<file path="config.mk">
export PLATFORM = sky130hd
export DESIGN_NAME = rdrp_dist
export DESIGN_NICKNAME = d
export VERILOG_FILES = /design/src/hdl/rdrp_pkg.sv /design/src/hdl/rdrp_dist.sv
export SDC_FILE = /design/constraint.sdc
export NUM_CORES = 2
export LEC_CHECK = 0
export BUFFER_PORTS_ARGS = -buffer_cell sky130_fd_sc_hd__buf_2
export CAP_MARGIN = 30
export CELL_PAD_IN_SITES_DETAIL_PLACEMENT = 0
export CELL_PAD_IN_SITES_GLOBAL_PLACEMENT = 1
export CORE_UTILIZATION = 57
export DETAILED_ROUTE_END_ITERATION = 8
export PLACE_DENSITY_LB_ADDON = 0.12
export SETUP_SLACK_MARGIN = 0.1
export SYNTH_ARGS = -nofsm -noshare
export SYNTH_HDL_FRONTEND = slang
export SYNTH_SLANG_ARGS = --single-unit
</file>
<file path="constraint.sdc">
create_clock -name clk -period 18.3 [get_ports clk]
set_input_delay 1.83 -clock clk [delete_from_list [all_inputs] [get_ports clk]]
set_output_delay 1.83 -clock clk [all_outputs]
set_load 0.03 [all_outputs]
</file>
<file path="src/hdl/rdrp_pkg.sv">
package rdrp_pkg;

  localparam int POS_W     = 13;
  localparam int HEAD_W    = 16;
  localparam int DIST_W    = 15;
  localparam int DELTA_W   = 14;
  localparam int SQR_W     = 26;
  localparam int RAD_W     = 28;
  localparam int ROOT_W    = 14;
  localparam int VEC_SHIFT = 20;
  localparam int VEC_W     = 37;
  localparam int TAB_LEN   = 24;
  localparam int TAB_FRAC  = 24;
  localparam int Z_W       = 34;
  localparam int IN_W      = 88;
  localparam int OUT_W     = 48;

  typedef logic signed [DELTA_W-1:0] delta_t;
  typedef logic signed [VEC_W-1:0]   vec_t;
  typedef logic signed [Z_W-1:0]     zacc_t;
  typedef logic [RAD_W-1:0]          rad_t;
  typedef logic [ROOT_W-1:0]         root_t;
  typedef logic [DIST_W-1:0]         mag_t;

  typedef struct packed {
    logic en;
    logic valid;
  } pipe_ctl_t;

  typedef struct packed {
    logic [3:0]               pad;
    logic signed [HEAD_W-1:0] goal_heading;
    logic signed [POS_W-1:0]  goal_y;
    logic signed [POS_W-1:0]  goal_x;
    logic signed [HEAD_W-1:0] start_heading;
    logic signed [POS_W-1:0]  start_y;
    logic signed [POS_W-1:0]  start_x;
  } in_word_t;

  typedef struct packed {
    logic                     pad;
    logic signed [HEAD_W-1:0] final_turn;
    logic signed [HEAD_W-1:0] first_turn;
    logic signed [DIST_W-1:0] travel_distance;
  } out_word_t;

  // atan(2^-i) in degrees, scaled by 2^24
  function automatic zacc_t atan_entry(input int idx);
    zacc_t val;
    case (idx)
      0:  val = 34'sd754974720;
      1:  val = 34'sd445687602;
      2:  val = 34'sd235489088;
      3:  val = 34'sd119537938;
      4:  val = 34'sd60000934;
      5:  val = 34'sd30029717;
      6:  val = 34'sd15018523;
      7:  val = 34'sd7509720;
      8:  val = 34'sd3754917;
      9:  val = 34'sd1877466;
      10: val = 34'sd938734;
      11: val = 34'sd469367;
      12: val = 34'sd234684;
      13: val = 34'sd117342;
      14: val = 34'sd58671;
      15: val = 34'sd29335;
      16: val = 34'sd14668;
      17: val = 34'sd7334;
      18: val = 34'sd3667;
      19: val = 34'sd1833;
      20: val = 34'sd917;
      21: val = 34'sd458;
      22: val = 34'sd229;
      23: val = 34'sd115;
      default: val = '0;
    endcase
    return val;
  endfunction

endpackage

</file>
<file path="src/hdl/rdrp_dist.sv">
module rdrp_dist (
  input  logic                  clk,
  input  logic                  rst,
  input  rdrp_pkg::pipe_ctl_t   ctl,
  input  rdrp_pkg::delta_t      dx,
  input  rdrp_pkg::delta_t      dy,
  output logic                  vout,
  output rdrp_pkg::mag_t        dist_mag
);

  localparam int RW = rdrp_pkg::ROOT_W;

  // valid per stage: squares, sum, one per root bit, rounding
  logic [RW+2:0] vs;

  logic signed [2*rdrp_pkg::DELTA_W-1:0] dxw_c, dyw_c, px_c, py_c;
  logic [rdrp_pkg::SQR_W-1:0] sq_x, sq_y;
  rdrp_pkg::rad_t rem  [RW+1];
  rdrp_pkg::root_t root [RW+1];

  always_comb begin
    dxw_c = {{rdrp_pkg::DELTA_W{dx[rdrp_pkg::DELTA_W-1]}}, dx};
    dyw_c = {{rdrp_pkg::DELTA_W{dy[rdrp_pkg::DELTA_W-1]}}, dy};
    px_c  = dxw_c * dxw_c;
    py_c  = dyw_c * dyw_c;
  end

  always_ff @(posedge clk) begin
    if (rst) begin
      vs <= '0;
    end else if (ctl.en) begin
      vs <= {vs[RW+1:0], ctl.valid};
    end
  end

  always_ff @(posedge clk) begin
    if (ctl.en) begin
      sq_x    <= px_c[rdrp_pkg::SQR_W-1:0];
      sq_y    <= py_c[rdrp_pkg::SQR_W-1:0];
      rem[0]  <= {2'b00, sq_x} + {2'b00, sq_y};
      root[0] <= '0;
    end
  end

  // one root bit per stage, most significant first
  for (genvar j = 0; j < RW; j++) begin : g_root
    localparam int B = RW - 1 - j;
    rdrp_pkg::rad_t trial;

    always_comb begin
      trial = (rdrp_pkg::rad_t'(root[j]) << (B + 1)) | (rdrp_pkg::rad_t'(1) << (2 * B));
    end

    always_ff @(posedge clk) begin
      if (ctl.en) begin
        if (rem[j] >= trial) begin
          rem[j+1]  <= rem[j] - trial;
          root[j+1] <= root[j] | (rdrp_pkg::root_t'(1) << B);
        end else begin
          rem[j+1]  <= rem[j];
          root[j+1] <= root[j];
        end
      end
    end
  end

  // round to nearest: remainder above the root means the upper integer is closer
  always_ff @(posedge clk) begin
    if (ctl.en) begin
      dist_mag <= {1'b0, root[RW]} + rdrp_pkg::mag_t'(rem[RW] > rdrp_pkg::rad_t'(root[RW]));
    end
  end

  assign vout = vs[RW+2];

endmodule

</file>
==> reports/results.tsv <==
stage	metric	value	unit
setup_path	cp-end-kind	flip-flop	
grt	antenna_found_initial	0	
synth	synth_cells	3537	
place	gp_congestion	0.895	
synth	synth-async-reset-ratio	0	%
grt	grt_pass1_vias	26500	
clock_tree	cts.htree.levels	3	
grt	grt_remaining_overflow	0	
clock_tree	post-cts-setup-buffers	0	
timing	fmax	122	MHz
floorplanning	dieArea	73100	um^2
synth	synth_ff_type	edfxtp_1	
worst_hold_path	min_path_type	reg2reg	
timing	rsz0062_at_grt	false	
job	maxCapViolCount	0	
clock_tree	cts-buffers-inserted	67	
setup_path	crit_fanout	10	
floorplanning	die_w	270	um
power_and_ir_drop	vdd_drop_max	573	uV
cells_and_area	fill_cells	5662	
cells_and_area	drive_gt1_share	6.28	%
synth	yosysWarnings	0	
grt	grt_pass1_wl	137	mm
clock_tree	cts_resized	0	
synth	syn_area	41100	um^2
timing	skew	0.0277	ns
clock_tree	clockBufferDepth	3	
setup_path	path_class	in2reg	
cells_and_area	nNetsFinal	4234	
clock_tree	ctsHoldBuffers	0	
power_and_ir_drop	p_per_area	177	nW/um^2
synth	ys_ff_latch	606	
worst_hold_path	hold_start	rem[0][25]$_DFFE_PP_	
setup_path	crit_start	dy[8]	
cells_and_area	syn_to_final_growth	8.44	%
timing	min_period_over_period	44.8	%
timing	setup_viol	0	
cells_and_area	diodes	0	
cells_and_area	fin_cells	4595	
detailed_routing	dr.pass1.iters	6	
floorplanning	placementRows	98	
setup_path	required	18.63	ns
detailed_routing	drt-total-wl	83.1	mm
power_and_ir_drop	p_leak	0.0191	uW
outcome	status	complete, no violations	
synth	synth_area_per_cell	11.6	um^2
synth	yosysSeqAreaShare	43.9	%
timing	hold_viol_final	0	
setup_path	reg2reg_from	root[13][5]$_DFFE_PP_	
timing	tightest_slew	1.09	ns
detailed_routing	num_vias	25400	
place	io_buffers	47	
setup_path	cp-start-kind	input port	
detailed_routing	routedWlPerCell	18.1	um
place	dp_hpwl	64.9	mm
place	dp_cells	4475	
floorplanning	start_util	57.5	%
floorplanning	ios	48	
timing	hold_ws	0.417	ns
setup_path	arrival	8.53	ns
clock_tree	cts.clk_slew.worst_paths	0.06	ns
timing	slew_headroom	25.5	%
clock_tree	root_buffer	clkbuf_16	
grt	grt_max_degree	108	
power_and_ir_drop	power	7890	uW
synth	synth_cell_types	74	
detailed_routing	drt_iter0_markers	1607	
grt	grtUsageTotal	23.6	%
synth	synth_edf_count	589	
clock_tree	cts_tree	yes	
floorplanning	core-area	71400	um^2
detailed_routing	drc	0	
timing	finalMaxSlewViolations	0	
timing	tns	0	ns
floorplanning	fp.dieH	270	um
detailed_routing	ant_nets	0	
timing	finalCriticalPeriod	8.20	ns
detailed_routing	drt-vias-per-instance	5.54	
cells_and_area	final_core_util	62.4	%
clock_tree	clkLatencyLatePin	0.60	ns
clock_tree	cts_sinks	606	
-- logic make-up (layout without fill, tap and decap cells) --
family	Yosys count	count (layout)	share of synthesized area, %
buf+inv	659	766	6.05
simple gates	892	892	11.2
fa+ha+maj	607	607	24.4
flops	606	606	43.9
compound gates	437	437	6.95
mux	57	57	1.49
other cells	1	2	0.00913
xor+xnor	278	278	5.93
-- synthesized netlist by cell type (23+ instances only) --
cell type | instances | area [um^2]
nor2_1 | 177 | 664
xor2_1 | 107 | 937
nand4_1 | 29 | 181
nand3_1 | 62 | 310
and2_1 | 81 | 507
o21a_1 | 38 | 285
mux2_2 | 34 | 383
nor3_1 | 79 | 395
clkbuf_1 | 68 | 255
edfxtp_1 | 589 | 17700
inv_1 | 584 | 2190
o21ai_0 | 103 | 515
nand2_1 | 206 | 773
fa_1 | 324 | 6490
xnor2_1 | 171 | 1500
ha_1 | 283 | 3540
nor4_1 | 50 | 313
a21o_1 | 60 | 450
or3_1 | 26 | 163
a21oi_1 | 106 | 531
mux2i_1 | 23 | 230
nand2b_1 | 36 | 225
nor2b_1 | 42 | 263
-- state kept, by name, summed over array words and instances, names as in the netlist --
name	count
root	105
sq_x	25
sq_y	25
vs	17
rem	419
dist_mag	15
-- layout make-up --
type | count | area [um^2] | area share, %
Clock buffer | 81 | 1790 | 4.02
Tap cell | 950 | 1190 | 2.67
Sequential cell | 606 | 18000 | 40.5
Timing Repair Buffer | 63 | 398 | 0.894
Multi-Input combinational cell | 2273 | 20600 | 46.2
Clock inverter | 38 | 364 | 0.818
Inverter | 584 | 2190 | 4.92
-- metal layers --
metal | up-vias | global-route usage [%] | part of all wire (%)
li1 | 12200 | - | -
met5 | - | 0 | 0
met1 | 12700 | 30.1 | 42
met2 | 431 | 41.8 | 51
met3 | 119 | 3.30 | 3.7
met4 | 0 | 6.41 | 2.5
-- critical path, cell delays in order --
cell	delay [ns]
buf_2	0.16
inv_1	0.24
nor2_1	0.13
fa_1	0.51
inv_1	0.05
fa_1	0.52
inv_1	0.05
fa_1	0.51
fa_1	0.44
fa_1	0.54
inv_1	0.05
fa_1	0.49
inv_1	0.04
ha_1	0.34
a21o_1	0.20
a21oi_1	0.22
o21ai_0	0.26
a2111oi_0	1.03
o31ai_1	0.32
a211o_1	0.33
a21oi_1	0.18
xnor2_1	0.08
-- metrics by stage --
| stage | cell area (um^2) | setup slack (ns) |
|---|---|---|
| finish | 44500 | 10.10 |
| global route | 44500 | 9.69 |
| CTS | 44500 | 10.16 |
| detailed placement | 42300 | 9.57 |
| global placement | 42300 | 9.63 |
| floorplan | 41100 | 10.55 |
-- placed cells by master, fill, tap and decap left out, drive strengths merged, types with 11 or more instances in the layout --
master,count
a211oi,15
a21o,60
a21oi,106
and2,82
and3,17
buf,63
clkbuf,81
clkinv,28
dfxtp,17
edfxtp,589
fa,324
ha,283
inv,587
mux2,34
mux2i,23
nand2,206
nand2b,36
nand3,62
nand3b,11
nand4,29
nor2,177
nor2b,42
nor3,79
nor4,51
nor4b,21
o211ai,15
o21a,38
o21ai,104
o21bai,12
o31ai,17
or2,13
or3,27
or4,11
xnor2,171
xor2,107
-- power by group --
part / total (uW) / internal, uW / leakage [uW] / switching, uW
combinational: 4360 / 1930 / 0.0123 / 2430
sequential: 2220 / 2070 / 0.00578 / 156
clock: 1310 / 773 / 0.00106 / 541
-- worst paths after layout --
check                     endpoint  cells after the start  slack (ns)
max             sq_y[25]$_DFFE_PP_                     22       10.10
min           rem[0][53]$_DFFE_PP_                      0        0.42
max reg2reg  rem[1][188]$_DFFE_PP_                      8       14.48
min reg2reg   rem[0][53]$_DFFE_PP_                      0        0.42
Power figures use the tool's default switching activity.
