<file path="config.mk">
export PLATFORM = sky130hd
export DESIGN_NAME = rdrp_turns
export DESIGN_NICKNAME = d
export VERILOG_FILES = /design/src/hdl/rdrp_pkg.sv /design/src/hdl/rdrp_turns.sv
export SDC_FILE = /design/constraint.sdc
export NUM_CORES = 1
export LEC_CHECK = 0
export BUFFER_PORTS_ARGS = -buffer_cell sky130_fd_sc_hd__buf_2
export CAP_MARGIN = 10
export CORE_MARGIN = 10
export CORE_UTILIZATION = 49
export DETAILED_ROUTE_END_ITERATION = 12
export PLACE_DENSITY = 0.7
export SKIP_LAST_GASP = 1
export SLEW_MARGIN = 20
export SYNTH_ARGS = -nofsm -noshare
export SYNTH_HDL_FRONTEND = slang
export SYNTH_SLANG_ARGS = --single-unit
export TNS_END_PERCENT = 10
</file>
<file path="constraint.sdc">
create_clock -name clk -period 6.74 [get_ports clk]
set_clock_uncertainty 0.2 [all_clocks]
set_input_delay 0.337 -clock clk [delete_from_list [all_inputs] [get_ports clk]]
set_output_delay 0.337 -clock clk [all_outputs]
set_load 0.01 [all_outputs]
</file>
<file path="src/hdl/rdrp_pkg.sv">
package rdrp_pkg;

  localparam int POS_W     = 13;
  localparam int HEAD_W    = 16;
  localparam int DIST_W    = 15;
  localparam int DELTA_W   = 14;
  localparam int SQR_W     = 26;
  localparam int RAD_W     = 28;
  localparam int ROOT_W    = 14;
  localparam int VEC_SHIFT = 20;
  localparam int VEC_W     = 37;
  localparam int TAB_LEN   = 24;
  localparam int TAB_FRAC  = 24;
  localparam int Z_W       = 34;
  localparam int IN_W      = 88;
  localparam int OUT_W     = 48;

  typedef logic signed [DELTA_W-1:0] delta_t;
  typedef logic signed [VEC_W-1:0]   vec_t;
  typedef logic signed [Z_W-1:0]     zacc_t;
  typedef logic [RAD_W-1:0]          rad_t;
  typedef logic [ROOT_W-1:0]         root_t;
  typedef logic [DIST_W-1:0]         mag_t;

  typedef struct packed {
    logic en;
    logic valid;
  } pipe_ctl_t;

  typedef struct packed {
    logic [3:0]               pad;
    logic signed [HEAD_W-1:0] goal_heading;
    logic signed [POS_W-1:0]  goal_y;
    logic signed [POS_W-1:0]  goal_x;
    logic signed [HEAD_W-1:0] start_heading;
    logic signed [POS_W-1:0]  start_y;
    logic signed [POS_W-1:0]  start_x;
  } in_word_t;

  typedef struct packed {
    logic                     pad;
    logic signed [HEAD_W-1:0] final_turn;
    logic signed [HEAD_W-1:0] first_turn;
    logic signed [DIST_W-1:0] travel_distance;
  } out_word_t;

  // atan(2^-i) in degrees, scaled by 2^24
  function automatic zacc_t atan_entry(input int idx);
    zacc_t val;
    case (idx)
      0:  val = 34'sd754974720;
      1:  val = 34'sd445687602;
      2:  val = 34'sd235489088;
      3:  val = 34'sd119537938;
      4:  val = 34'sd60000934;
      5:  val = 34'sd30029717;
      6:  val = 34'sd15018523;
      7:  val = 34'sd7509720;
      8:  val = 34'sd3754917;
      9:  val = 34'sd1877466;
      10: val = 34'sd938734;
      11: val = 34'sd469367;
      12: val = 34'sd234684;
      13: val = 34'sd117342;
      14: val = 34'sd58671;
      15: val = 34'sd29335;
      16: val = 34'sd14668;
      17: val = 34'sd7334;
      18: val = 34'sd3667;
      19: val = 34'sd1833;
      20: val = 34'sd917;
      21: val = 34'sd458;
      22: val = 34'sd229;
      23: val = 34'sd115;
      default: val = '0;
    endcase
    return val;
  endfunction

endpackage

</file>
<file path="src/hdl/rdrp_turns.sv">
module rdrp_turns #(
  parameter int ANGLE_FRACTION_BITS = 7,
  parameter int ANG_W               = 19
) (
  input  logic                                    clk,
  input  logic                                    rst,
  input  rdrp_pkg::pipe_ctl_t                     ctl,
  input  logic signed [ANG_W-1:0]                 bearing,
  input  logic signed [rdrp_pkg::HEAD_W-1:0]      start_heading,
  input  logic signed [rdrp_pkg::HEAD_W-1:0]      goal_heading,
  input  rdrp_pkg::mag_t                          dist_mag,
  output logic                                    vout,
  output logic signed [rdrp_pkg::DIST_W-1:0]      travel_distance,
  output logic signed [rdrp_pkg::HEAD_W-1:0]      first_turn,
  output logic signed [rdrp_pkg::HEAD_W-1:0]      final_turn
);

  typedef logic signed [ANG_W-1:0] ang_t;

  localparam ang_t HALF    = ang_t'(180 * (1 << ANGLE_FRACTION_BITS));
  localparam ang_t FULL    = ang_t'(360 * (1 << ANGLE_FRACTION_BITS));
  localparam ang_t QUARTER = ang_t'(90 * (1 << ANGLE_FRACTION_BITS));
  // enough whole-turn steps for any heading pattern against any bearing
  localparam int WRAP_STEPS =
    (540 * (1 << ANGLE_FRACTION_BITS) + 32768) / (360 * (1 << ANGLE_FRACTION_BITS));

  function automatic ang_t wrap_once(input ang_t v);
    ang_t r;
    r = v;
    if (v > HALF) begin
      r = v - FULL;
    end else if (v < -HALF) begin
      r = v + FULL;
    end
    return r;
  endfunction

  function automatic ang_t wrap_full(input ang_t v);
    ang_t r;
    r = v;
    for (int k = 0; k < WRAP_STEPS; k++) begin
      r = wrap_once(r);
    end
    return r;
  endfunction

  logic [1:0]     vs;
  ang_t           ta0, ta1;
  rdrp_pkg::mag_t dist_a;
  ang_t           t0_c, t1_c;
  logic           flip_c;

  always_ff @(posedge clk) begin
    if (rst) begin
      vs <= '0;
    end else if (ctl.en) begin
      vs <= {vs[0], ctl.valid};
    end
  end

  always_ff @(posedge clk) begin
    if (ctl.en) begin
      ta0    <= wrap_full(bearing - ang_t'(start_heading));
      ta1    <= wrap_full(ang_t'(goal_heading) - bearing);
      dist_a <= dist_mag;
    end
  end

  // more than a quarter turn away: face the other way and back up
  always_comb begin
    flip_c = (ta0 > QUARTER) || (ta0 < -QUARTER);
    t0_c   = flip_c ? wrap_once(ta0 + HALF) : ta0;
    t1_c   = flip_c ? wrap_once(ta1 + HALF) : ta1;
  end

  always_ff @(posedge clk) begin
    if (ctl.en) begin
      travel_distance <= flip_c ? -$signed(dist_a) : $signed(dist_a);
      first_turn      <= t0_c[rdrp_pkg::HEAD_W-1:0];
      final_turn      <= t1_c[rdrp_pkg::HEAD_W-1:0];
    end
  end

  assign vout = vs[1];

endmodule

</file>
==> flow_metrics.env, run 1 <==
export IMPL_synth_edf_count=100
export IMPL_cpPeakStageDelay_ns=0.59
export IMPL_finalSetupViolCount=0
export IMPL_postCtsSetupBuffers=0
export IMPL_fillers=1605
export IMPL_grt_usage_pct=17.2
export IMPL_whs_endpoint="vs[0]"
export IMPL_hold_viol=0
export IMPL_synth_area_leaders="edfxtp_1, ha_1, xnor2_1"
export IMPL_gp_congestion=0.906
export IMPL_grt_pass1_vias=7006
export IMPL_post_route_util_pct=56.6
export IMPL_seq_area_frac_synth_pct=34.4
export IMPL_cts_tree="yes"
export IMPL_r2r_cells=17
export IMPL_synth_ff_type="edfxtp_1"
export IMPL_path_cells="buf_2 > inv_1 > ha_1 > inv_1 > fa_1 > a211oi_2 > nor3_1 > nor4_1 > nor4_4 > inv_1 > ha_1 > inv_1 > a221oi_1 > nand4b_1 > a31o_1 > a2111oi_4 > o22ai_1 > a211o_1 > a2111oi_1 > nor4b_2 > nand2b_4 > o2bb2ai_1 > a221oi_2"
export IMPL_clock_sinks=102
export IMPL_antenna_found_initial=2
export IMPL_final_cells=1325
export IMPL_ir_worst_vdd_mv=0.246
export IMPL_drt_iter0_markers=559
export IMPL_nNetsFinal=1219
export IMPL_port_buffers=117
export IMPL_finalWorstSetupSlack_ns=0.948
export IMPL_drtPass1Iterations=7
export IMPL_crit_path_max_fanout=9
export IMPL_yosysTopAreaCellShare_pct=33.9
export IMPL_finalPower_mw=3.85
export IMPL_numCtsBuffers=9
export IMPL_vias=7676
export IMPL_hold_buffers=16
export IMPL_critical_path_required_ns=6.71
export IMPL_grt_start_max_net_pins=83
export IMPL_power_density_nw_per_um2=381
export IMPL_clkLatencyLatePin_ns=0.34
export IMPL_grt_pass1_wl_um=35300
export IMPL_slowest_stage="a2111oi_4"
export IMPL_worstPathBufferInverterCount=5
export IMPL_layout_drive_gt1_share_pct=16.2
export IMPL_core_area_um2=17800
export IMPL_synth_area_leader_cell="edfxtp_1"
export IMPL_dieHeight_um=154
export IMPL_wl_um=21600
export IMPL_crit_path_frequent_cell="inv_1"
export IMPL_post_place_ws_ns=0.633
export IMPL_synth_seq_cells=102
export IMPL_post_synth_cell_area_avg_um2=9.14
export IMPL_reg2reg_slack_ns=2.82
export IMPL_hold_depth=3
export IMPL_synthArstFlopShare_pct=0
export IMPL_wire_per_inst_um=16.3
export IMPL_drv_cap=0
export IMPL_fin_setup_tns_ns=0
export IMPL_path_class="primary input to flip-flop"
export IMPL_rsz0062_at_grt="no"
export IMPL_synthesis_area_um2=8850
export IMPL_layout_area_overhead_vs_synth_pct=14.0
export IMPL_worst_r2r_endpoint="final_turn[15]"
export IMPL_synth_nets=1098
export IMPL_hold_start="ctl[0]"
export IMPL_start_util_pct=49.6
export IMPL_num_rows=49
export IMPL_detail_route_antenna_nets=0
export IMPL_period_share_pct=85.9
export IMPL_synthCells=968
export IMPL_dp_cells=1291
export IMPL_worstMarginPinSlew_ns=0.993
export IMPL_hold_class="primary input to flip-flop"
export IMPL_p_leak_nw=4.15
export IMPL_clockBufferDepth=2
export IMPL_critPathTopFamily="compound AO/OA/AOI/OAI gates"
export IMPL_postCtsResizedCells=0
export IMPL_yosysUniqueCellTypes=89
export IMPL_drv_slew=0
export IMPL_ioPinCount=118
export IMPL_yosys_warnings=0
export IMPL_max_freq_ghz=0.173
export IMPL_cts_clk_slew_worst_paths_ns=0.06
export IMPL_status="finished, final reports clean"
export IMPL_drc=0
export IMPL_cp_end_kind="flip-flop"
export IMPL_multi_input_area_um2=5370
export IMPL_dieArea_um2=23800
export IMPL_period_minus_slack_ns=5.79
export IMPL_avgViaCountPerCell=5.79
export IMPL_seq_area_um2=3040
export IMPL_start_kind="primary input"
export IMPL_grt_overflow=0
export IMPL_r2r_start="ta1[10]"
export IMPL_arrival_ns=5.76
export IMPL_h_tree_depth=3
export IMPL_hpwl_um=17100
export IMPL_die_w_um=154
export IMPL_clockRootBuffer="clkbuf_16"
export IMPL_maxSlewHeadroom_pct=33.8
sequential cells by signal (all words and copies together), names as in the netlist:
name,flops
first_turn,16
travel_distance,15
ta1,19
ta0,19
vs,2
final_turn,16
dist_a,15
metrics by stage:
stage | hold slack (ns) | instance area (um2)
2_1_floorplan | 0.209 | 8850
3_3_place_gp | 0.234 | 9640
3_5_place_dp | 0.235 | 9640
4_1_cts | 0.0284 | 10100
5_1_grt | 0.0513 | 10100
6_report | 0.0340 | 10100
cells by family (layout without fill, tap and decap cells):
logic type               count (synthesis)  in the layout  synth area share, %
AO/OA/AOI/OAI                          300            300                 24.2
XOR/XNOR                                94             94                 9.39
adder cells (fa/ha/maj)                 60             60                 8.65
buffers and inverters                  112            238                 5.02
flip-flops                             102            102                 34.4
multiplexers                            12             12                 1.40
other                                    0              2                    0
AND/OR/NAND/NOR                        288            288                 16.9
cell usage in the layout, fill, tap and decap left out, types with 5 or more instances in the layout:
cell           instances
a211o_1                7
a211oi_1              13
a21o_1                16
a21oi_1               63
a221oi_1               5
a31oi_1               12
and2_1                 6
and3_1                 9
buf_2                116
buf_4                  7
clkbuf_16              9
dlygate4sd3_1         16
edfxtp_1             100
ha_1                  58
inv_1                 81
mux2i_1                9
nand2_1               65
nand2b_1              12
nand3_1               25
nand3b_1               7
nand4_1                7
nor2_1                71
nor2b_1                8
nor3_1                24
nor4_1                12
o2111ai_1              6
o211a_1                6
o211ai_1              12
o21a_1                16
o21ai_0               51
o22ai_1               15
o31a_1                 6
o31ai_1               15
o32ai_1                6
or2_2                  8
or3_1                 10
xnor2_1               62
xor2_1                31
final cells by class:
cell class                 count  area share [%]
tap                          229            2.84
inverter                      83            3.14
multi-input combinational    754            53.2
antenna                        2          0.0496
timing repair buffer         139            7.86
clock buffer                  10            2.27
clock inverter                 6           0.521
sequential                   102            30.2
power breakdown:
part / switching (mW) / internal [mW]
Sequential: 0.116 / 0.979
Clock: 0.211 / 0.283
Combinational: 1.29 / 0.965
Yosys cell counts, types with 23 or more instances:
master and n:
edfxtp_1 100, inv_1 81, nor2_1 72, nand2_1 65
a21oi_1 63, xnor2_1 62, ha_1 58, o21ai_0 51
xor2_1 31, nand3_1 25, nor3_1 24, clkbuf_1 23
metal layers:
layer  up-vias  part of all wire [%]  global-route usage (%)
met5         -                     0                       0
met4         0                   1.2                    4.32
met3        19                   7.7                    3.52
met2       268                    41                    24.9
met1      3515                    50                    25.3
li1       3874                     -                       -
worst min-delay path: cells and delay by family:
family | cells | cell delay, ns
mux | 1 | 0.05
buf+inv | 1 | 0.07
simple gates | 1 | 0.07
how the worst max path moves through the flow:
stage	start	endpoint	cells after the start
2_1_floorplan	bearing[0]	ta0[12]	22
3_3_place_gp	bearing[0]	ta0[14]	23
3_5_place_dp	bearing[0]	ta0[11]	23
4_1_cts	bearing[0]	ta0[11]	23
5_1_grt	bearing[0]	ta0[11]	23
6_report	bearing[0]	ta0[11]	23
Note: power is estimated with default switching activity, not from simulation.
==> run 2, diff against run 1 <==
BUFFER_PORTS_ARGS = not set   (was -buffer_cell sky130_fd_sc_hd__buf_2)
CORE_UTILIZATION = 55   (was 49)
DONT_BUFFER_PORTS = 1   (was not set)
==> run 2 against run 1 <==
  * Final cell count shrank 9.9%
  * Routed wire length is 4.0% lower
  * Combinational power down 8%
  * Sequential power rose by 6%
  * Setup slack improved by 0.14 ns
  * Maximum frequency grew 2.6%
  * Final area fell by 5.6%
  * Clock power shrank 1%
  * Register-to-register slack gained 0.02 ns
  * Worst hold slack improved by 0.040 ns
  * Sequential share of layout area up 1.8 points
  * Via count fell by 4.5%
==> flow_metrics.env, run 2 (same netlist as run 1, synthesis figures left out) <==
export IMPL_cp_end_kind="flip-flop"
export IMPL_clockRootBuffer="clkbuf_16"
export IMPL_postCtsResizedCells=0
export IMPL_die_w_um=147
export IMPL_reg2reg_slack_ns=2.84
export IMPL_port_buffers=0
export IMPL_placed_cell_area_um2=9040
export IMPL_avgViaCountPerCell=6.14
export IMPL_drtPass1Iterations=5
export IMPL_num_rows=46
export IMPL_numCtsBuffers=9
export IMPL_h_tree_depth=3
export IMPL_layout_drive_gt1_share_pct=6.24
export IMPL_hold_viol=0
export IMPL_whs_endpoint="ta1[1]"
export IMPL_final_cell_mix="edfxtp_1, inv_1, nor2_1"
export IMPL_crit_path_max_fanout=9
export IMPL_hpwl_um=16300
export IMPL_drt_iter0_markers=614
export IMPL_grt_usage_pct=18.8
export IMPL_maxSlewHeadroom_pct=41.9
export IMPL_ioPinCount=118
export IMPL_period_share_pct=83.8
export IMPL_finalSetupViolCount=0
export IMPL_final_area_um2=9530
export IMPL_dieArea_um2=21600
export IMPL_arrival_ns=5.52
export IMPL_cts_clk_slew_worst_paths_ns=0.06
export IMPL_max_freq_ghz=0.177
export IMPL_wl_um=20700
export IMPL_wire_per_inst_um=17.3
export IMPL_p_leak_nw=3.71
export IMPL_core_area_um2=15800
export IMPL_layout_area_overhead_vs_synth_pct=7.65
export IMPL_hold_depth=1
export IMPL_critical_path_required_ns=6.61
export IMPL_r2r_start="ta1[9]"
export IMPL_detail_route_antenna_nets=0
export IMPL_grt_start_max_net_pins=102
export IMPL_grt_overflow=0
export IMPL_fillers=1384
export IMPL_path_class="primary input to flip-flop"
export IMPL_hold_start="goal_heading[1]"
export IMPL_r2r_cells=17
export IMPL_cts_tree="yes"
export IMPL_hold_class="primary input to flip-flop"
export IMPL_multi_input_area_um2=5370
export IMPL_top_regs="ta0 x19, ta1 x19"
export IMPL_gp_congestion=0.902
export IMPL_rsz0062_at_grt="no"
export IMPL_nNetsFinal=1103
export IMPL_fin_setup_tns_ns=0
export IMPL_clock_sinks=102
export IMPL_antenna_found_initial=0
export IMPL_dieHeight_um=147
export IMPL_vias=7329
export IMPL_ir_worst_vdd_mv=0.225
export IMPL_period_minus_slack_ns=5.65
export IMPL_final_common_cell="edfxtp_1"
export IMPL_grt_pass1_vias=6617
export IMPL_clockBufferDepth=2
export IMPL_start_kind="primary input"
export IMPL_status="finished, final reports clean"
export IMPL_clkLatencyLatePin_ns=0.34
export IMPL_worst_r2r_endpoint="final_turn[15]"
export IMPL_drv_slew=0
export IMPL_seq_area_um2=3040
export IMPL_drv_cap=0
export IMPL_start_util_pct=55.9
export IMPL_worstMarginPinSlew_ns=0.871
export IMPL_power_density_nw_per_um2=392
export IMPL_grt_pass1_wl_um=34000
export IMPL_drc=0
export IMPL_antennaDiodeCount=0
-- run 2: cell type report --
class / instances / area share [%]
multi-input cells: 754 / 56.4
clock buffers: 16 / 3.06
repair buffers: 23 / 2.47
well taps: 216 / 2.84
inverters: 83 / 3.32
flip-flops and latches: 102 / 31.9
-- run 2: what timing repair did --
| item | 4_1_cts | 5_1_grt |
|---|---|---|
| buffers inserted | 0 | 0 |
| hold buffers | 18 | 0 |
| endpoints found under the hold margin | 117 | 0 |
-- run 2: how the worst max path moves through the flow --
stage / start / to / cells after the start
after floorplan: bearing[0] / ta0[12] / 22
after CTS: bearing[0] / ta0[14] / 22
final: bearing[0] / ta0[14] / 22
after detailed placement: bearing[0] / ta0[14] / 22
after global placement: bearing[0] / ta0[14] / 22
after global routing: bearing[0] / ta0[11] / 22
-- run 2: report_power, final --
part | internal [mW] | switching, mW
registers | 0.984 | 0.166
clock network | 0.291 | 0.198
logic | 0.907 | 1.18
total | 2.18 | 1.55
-- run 2: per-stage QoR --
| step | util (%) | hold slack, ns | worst slack [ns] | total power [mW] | cells |
|---|---|---|---|---|---|
| floorplan | - | 0.209 | 1.44 | 2.86 | 968 |
| global placement | 57.1 | 0.211 | 0.902 | 3.19 | 1160 |
| detailed placement | 57.1 | 0.212 | 0.793 | 3.22 | 1160 |
| CTS | 60.2 | 0.0644 | 1.14 | 3.73 | 1194 |
| global route | 60.2 | 0.0636 | 0.683 | 4.07 | 1194 |
| finish | 60.2 | 0.0745 | 1.09 | 3.73 | 1194 |
-- run 2: worst max-delay path, cell delays in order --
cell	delay, ns
inv_1	0.04
ha_1	0.22
inv_1	0.07
fa_1	0.41
a211oi_2	0.36
nor3_1	0.15
nor4_1	0.45
nor4_4	0.16
inv_1	0.11
ha_1	0.14
inv_1	0.04
a221oi_1	0.24
nand4b_1	0.15
a31o_1	0.27
a2111oi_4	0.59
o32ai_1	0.22
xnor2_1	0.51
a2111oi_1	0.15
nor4b_2	0.40
nand2b_4	0.24
o22ai_1	0.11
xnor2_1	0.15
-- run 2: routing by layer --
metal	GRT usage, %	vias to the layer above	part of all wire (%)
li1	-	3641	-
met1	27.5	3394	48
met2	26.0	282	41
met3	5.87	12	10
met4	4.35	0	1.0
met5	0	-	0
==> run 3, diff against run 2 <==
PLACE_DENSITY = 0.73   (was 0.7)
clock period = 4.71 ns   (was 6.74 ns; I/O delays follow)
==> run 3 against run 2 <==
  * Final area rose by 16%
  * Critical endpoint is now ta0[13]
  * Register-to-register slack got worse by 2.0 ns
  * Largest cell class unchanged
  * Combinational power rose by 79%
  * Non-clock buffer count rose by 147
==> flow_metrics.env, run 3 (same netlist as run 1, synthesis figures left out) <==
export IMPL_status="finished, final reports clean"
export IMPL_numCtsBuffers=9
export IMPL_drtPass1Iterations=5
export IMPL_worstMarginPinSlew_ns=0.762
export IMPL_layout_drive_gt1_share_pct=22.0
export IMPL_wl_um=23500
export IMPL_grt_usage_pct=20.3
export IMPL_finalSetupViolCount=0
export IMPL_period_share_pct=99.9
export IMPL_dieHeight_um=147
export IMPL_p_int_mw=3.70
export IMPL_grt_start_max_net_pins=101
export IMPL_layout_area_overhead_vs_synth_pct=24.9
export IMPL_nNetsFinal=1250
export IMPL_clockRootBuffer="clkbuf_16"
export IMPL_clkLatencyLatePin_ns=0.35
export IMPL_core_area_um2=15800
export IMPL_p_leak_nw=4.52
export IMPL_p_clk_share_pct=13.1
export IMPL_final_common_cell="buf_4"
export IMPL_max_freq_ghz=0.212
export IMPL_power_switching_mw=2.51
export IMPL_final_cells=1341
export IMPL_hold_viol=0
export IMPL_period_minus_slack_ns=4.71
export IMPL_detail_route_antenna_nets=0
export IMPL_h_tree_depth=3
export IMPL_drv_slew=0
export IMPL_path_class="primary input to flip-flop"
export IMPL_num_rows=46
export IMPL_p_seq_share_pct=26.5
export IMPL_clockBufferDepth=2
export IMPL_drc=0
export IMPL_start_kind="primary input"
export IMPL_whs_endpoint="ta1[0]"
export IMPL_power_density_nw_per_um2=562
export IMPL_port_buffers=0
export IMPL_r2r_cells=17
export IMPL_rsz0062_at_grt="yes"
export IMPL_p_comb_share_pct=60.4
export IMPL_maxSlewHeadroom_pct=48.8
export IMPL_hold_class="primary input to flip-flop"
export IMPL_antennaDiodeCount=0
export IMPL_final_cell_mix="buf_4, edfxtp_1, inv_1"
export IMPL_cts_clk_slew_worst_paths_ns=0.06
export IMPL_vias=7917
export IMPL_start_util_pct=55.9
export IMPL_wire_per_inst_um=17.5
export IMPL_drt_iter0_markers=603
export IMPL_p_sw_share_pct=40.4
export IMPL_arrival_ns=4.60
export IMPL_top_regs="ta0 x19, ta1 x19"
export IMPL_reg2reg_slack_ns=0.81
export IMPL_hold_start="bearing[0]"
export IMPL_avgViaCountPerCell=5.90
export IMPL_cts_tree="yes"
export IMPL_grt_pass1_wl_um=36900
export IMPL_ir_worst_vdd_mv=0.434
export IMPL_dp_cells=1294
export IMPL_r2r_start="ta1[9]"
export IMPL_critical_path_required_ns=4.61
export IMPL_antenna_found_initial=0
export IMPL_drv_cap=0
export IMPL_cp_end_kind="flip-flop"
export IMPL_clock_sinks=102
export IMPL_die_w_um=147
export IMPL_grt_pass1_vias=7329
export IMPL_grt_overflow=0
export IMPL_worst_r2r_endpoint="final_turn[15]"
export IMPL_crit_path_max_fanout=8
export IMPL_ioPinCount=118
export IMPL_dieArea_um2=21600
export IMPL_gp_congestion=0.907
export IMPL_hpwl_um=17900
export IMPL_hold_depth=2
export IMPL_fin_setup_tns_ns=0
## run 3: layer usage
| metal | vias up | GRT usage (%) | part of all wire [%] |
|---|---|---|---|
| li1 | 3932 | - | - |
| met1 | 3679 | 27.6 | 45 |
| met2 | 278 | 31.0 | 45 |
| met3 | 28 | 5.68 | 7.9 |
| met4 | 0 | 5.81 | 1.4 |
| met5 | - | 0 | 0 |
## run 3: repair_timing
action / CTS / global route
setup endpoints to repair: 1 / 18
endpoints found under the hold margin: 120 / 0
resized for setup: 1 / 53
pin swaps: 2 / 28
hold buffers: 23 / 0
buffers inserted: 0 / 8
## run 3: cell type report
cell class                 instances  area, um2
multi-input combinational        754       5720
fill                            1188       4770
sequential                       102       3040
timing repair buffer             170       1360
inverter                          83        329
tap                              216        270
clock buffer                      11        233
clock inverter                     5       97.6
## run 3: how the worst max path moves through the flow
stage	from	end	slack, ns	depth (start not counted)
floorplan	start_heading[8]	ta0[12]	-0.14	21
global placement	goal_heading[0]	ta1[16]	-0.25	20
detailed placement	goal_heading[0]	ta1[16]	-0.41	20
CTS	goal_heading[0]	ta1[16]	0.03	20
global route	bearing[0]	ta0[12]	-0.21	24
finish	bearing[0]	ta0[13]	0.003	24
## run 3: through the flow
step	power, mW	hold slack [ns]	instance area, um2	util, %	setup slack [ns]
3_5_place_dp	5.09	0.112	10100	63.9	-0.407
2_1_floorplan	4.11	0.108	8930	-	-0.136
6_report	6.21	0.0219	11100	69.8	0.00328
5_1_grt	6.70	0.0147	11100	69.8	-0.213
4_1_cts	5.96	0.00311	10700	67.6	0.0295
3_3_place_gp	5.00	0.109	10100	63.9	-0.245
## run 3: power groups by stage
| stage | logic [mW] | clock network [mW] | registers (mW) |
|---|---|---|---|
| 4_1_cts | 3.49 | 0.820 | 1.65 |
| 6_report | 3.75 | 0.813 | 1.65 |
| 3_3_place_gp | 3.34 | 0 | 1.66 |
| 3_5_place_dp | 3.43 | 0 | 1.67 |
| 5_1_grt | 4.15 | 0.871 | 1.68 |
| 2_1_floorplan | 2.53 | 0 | 1.58 |
## run 3: worst max-delay path: stages
cell	delay [ns]
clkinv_8	0.02
ha_4	0.13
inv_2	0.04
fa_2	0.41
a211oi_4	0.33
nor3_4	0.08
nor4_4	0.27
nor4_4	0.09
inv_1	0.10
ha_2	0.17
inv_2	0.03
a221oi_2	0.18
nand4b_1	0.15
a31o_1	0.29
a2111oi_4	0.36
buf_6	0.20
o22ai_4	0.08
a211o_4	0.35
clkinv_4	0.06
a2111oi_4	0.03
or4b_4	0.56
nand2b_4	0.16
o22ai_2	0.10
xnor2_1	0.14
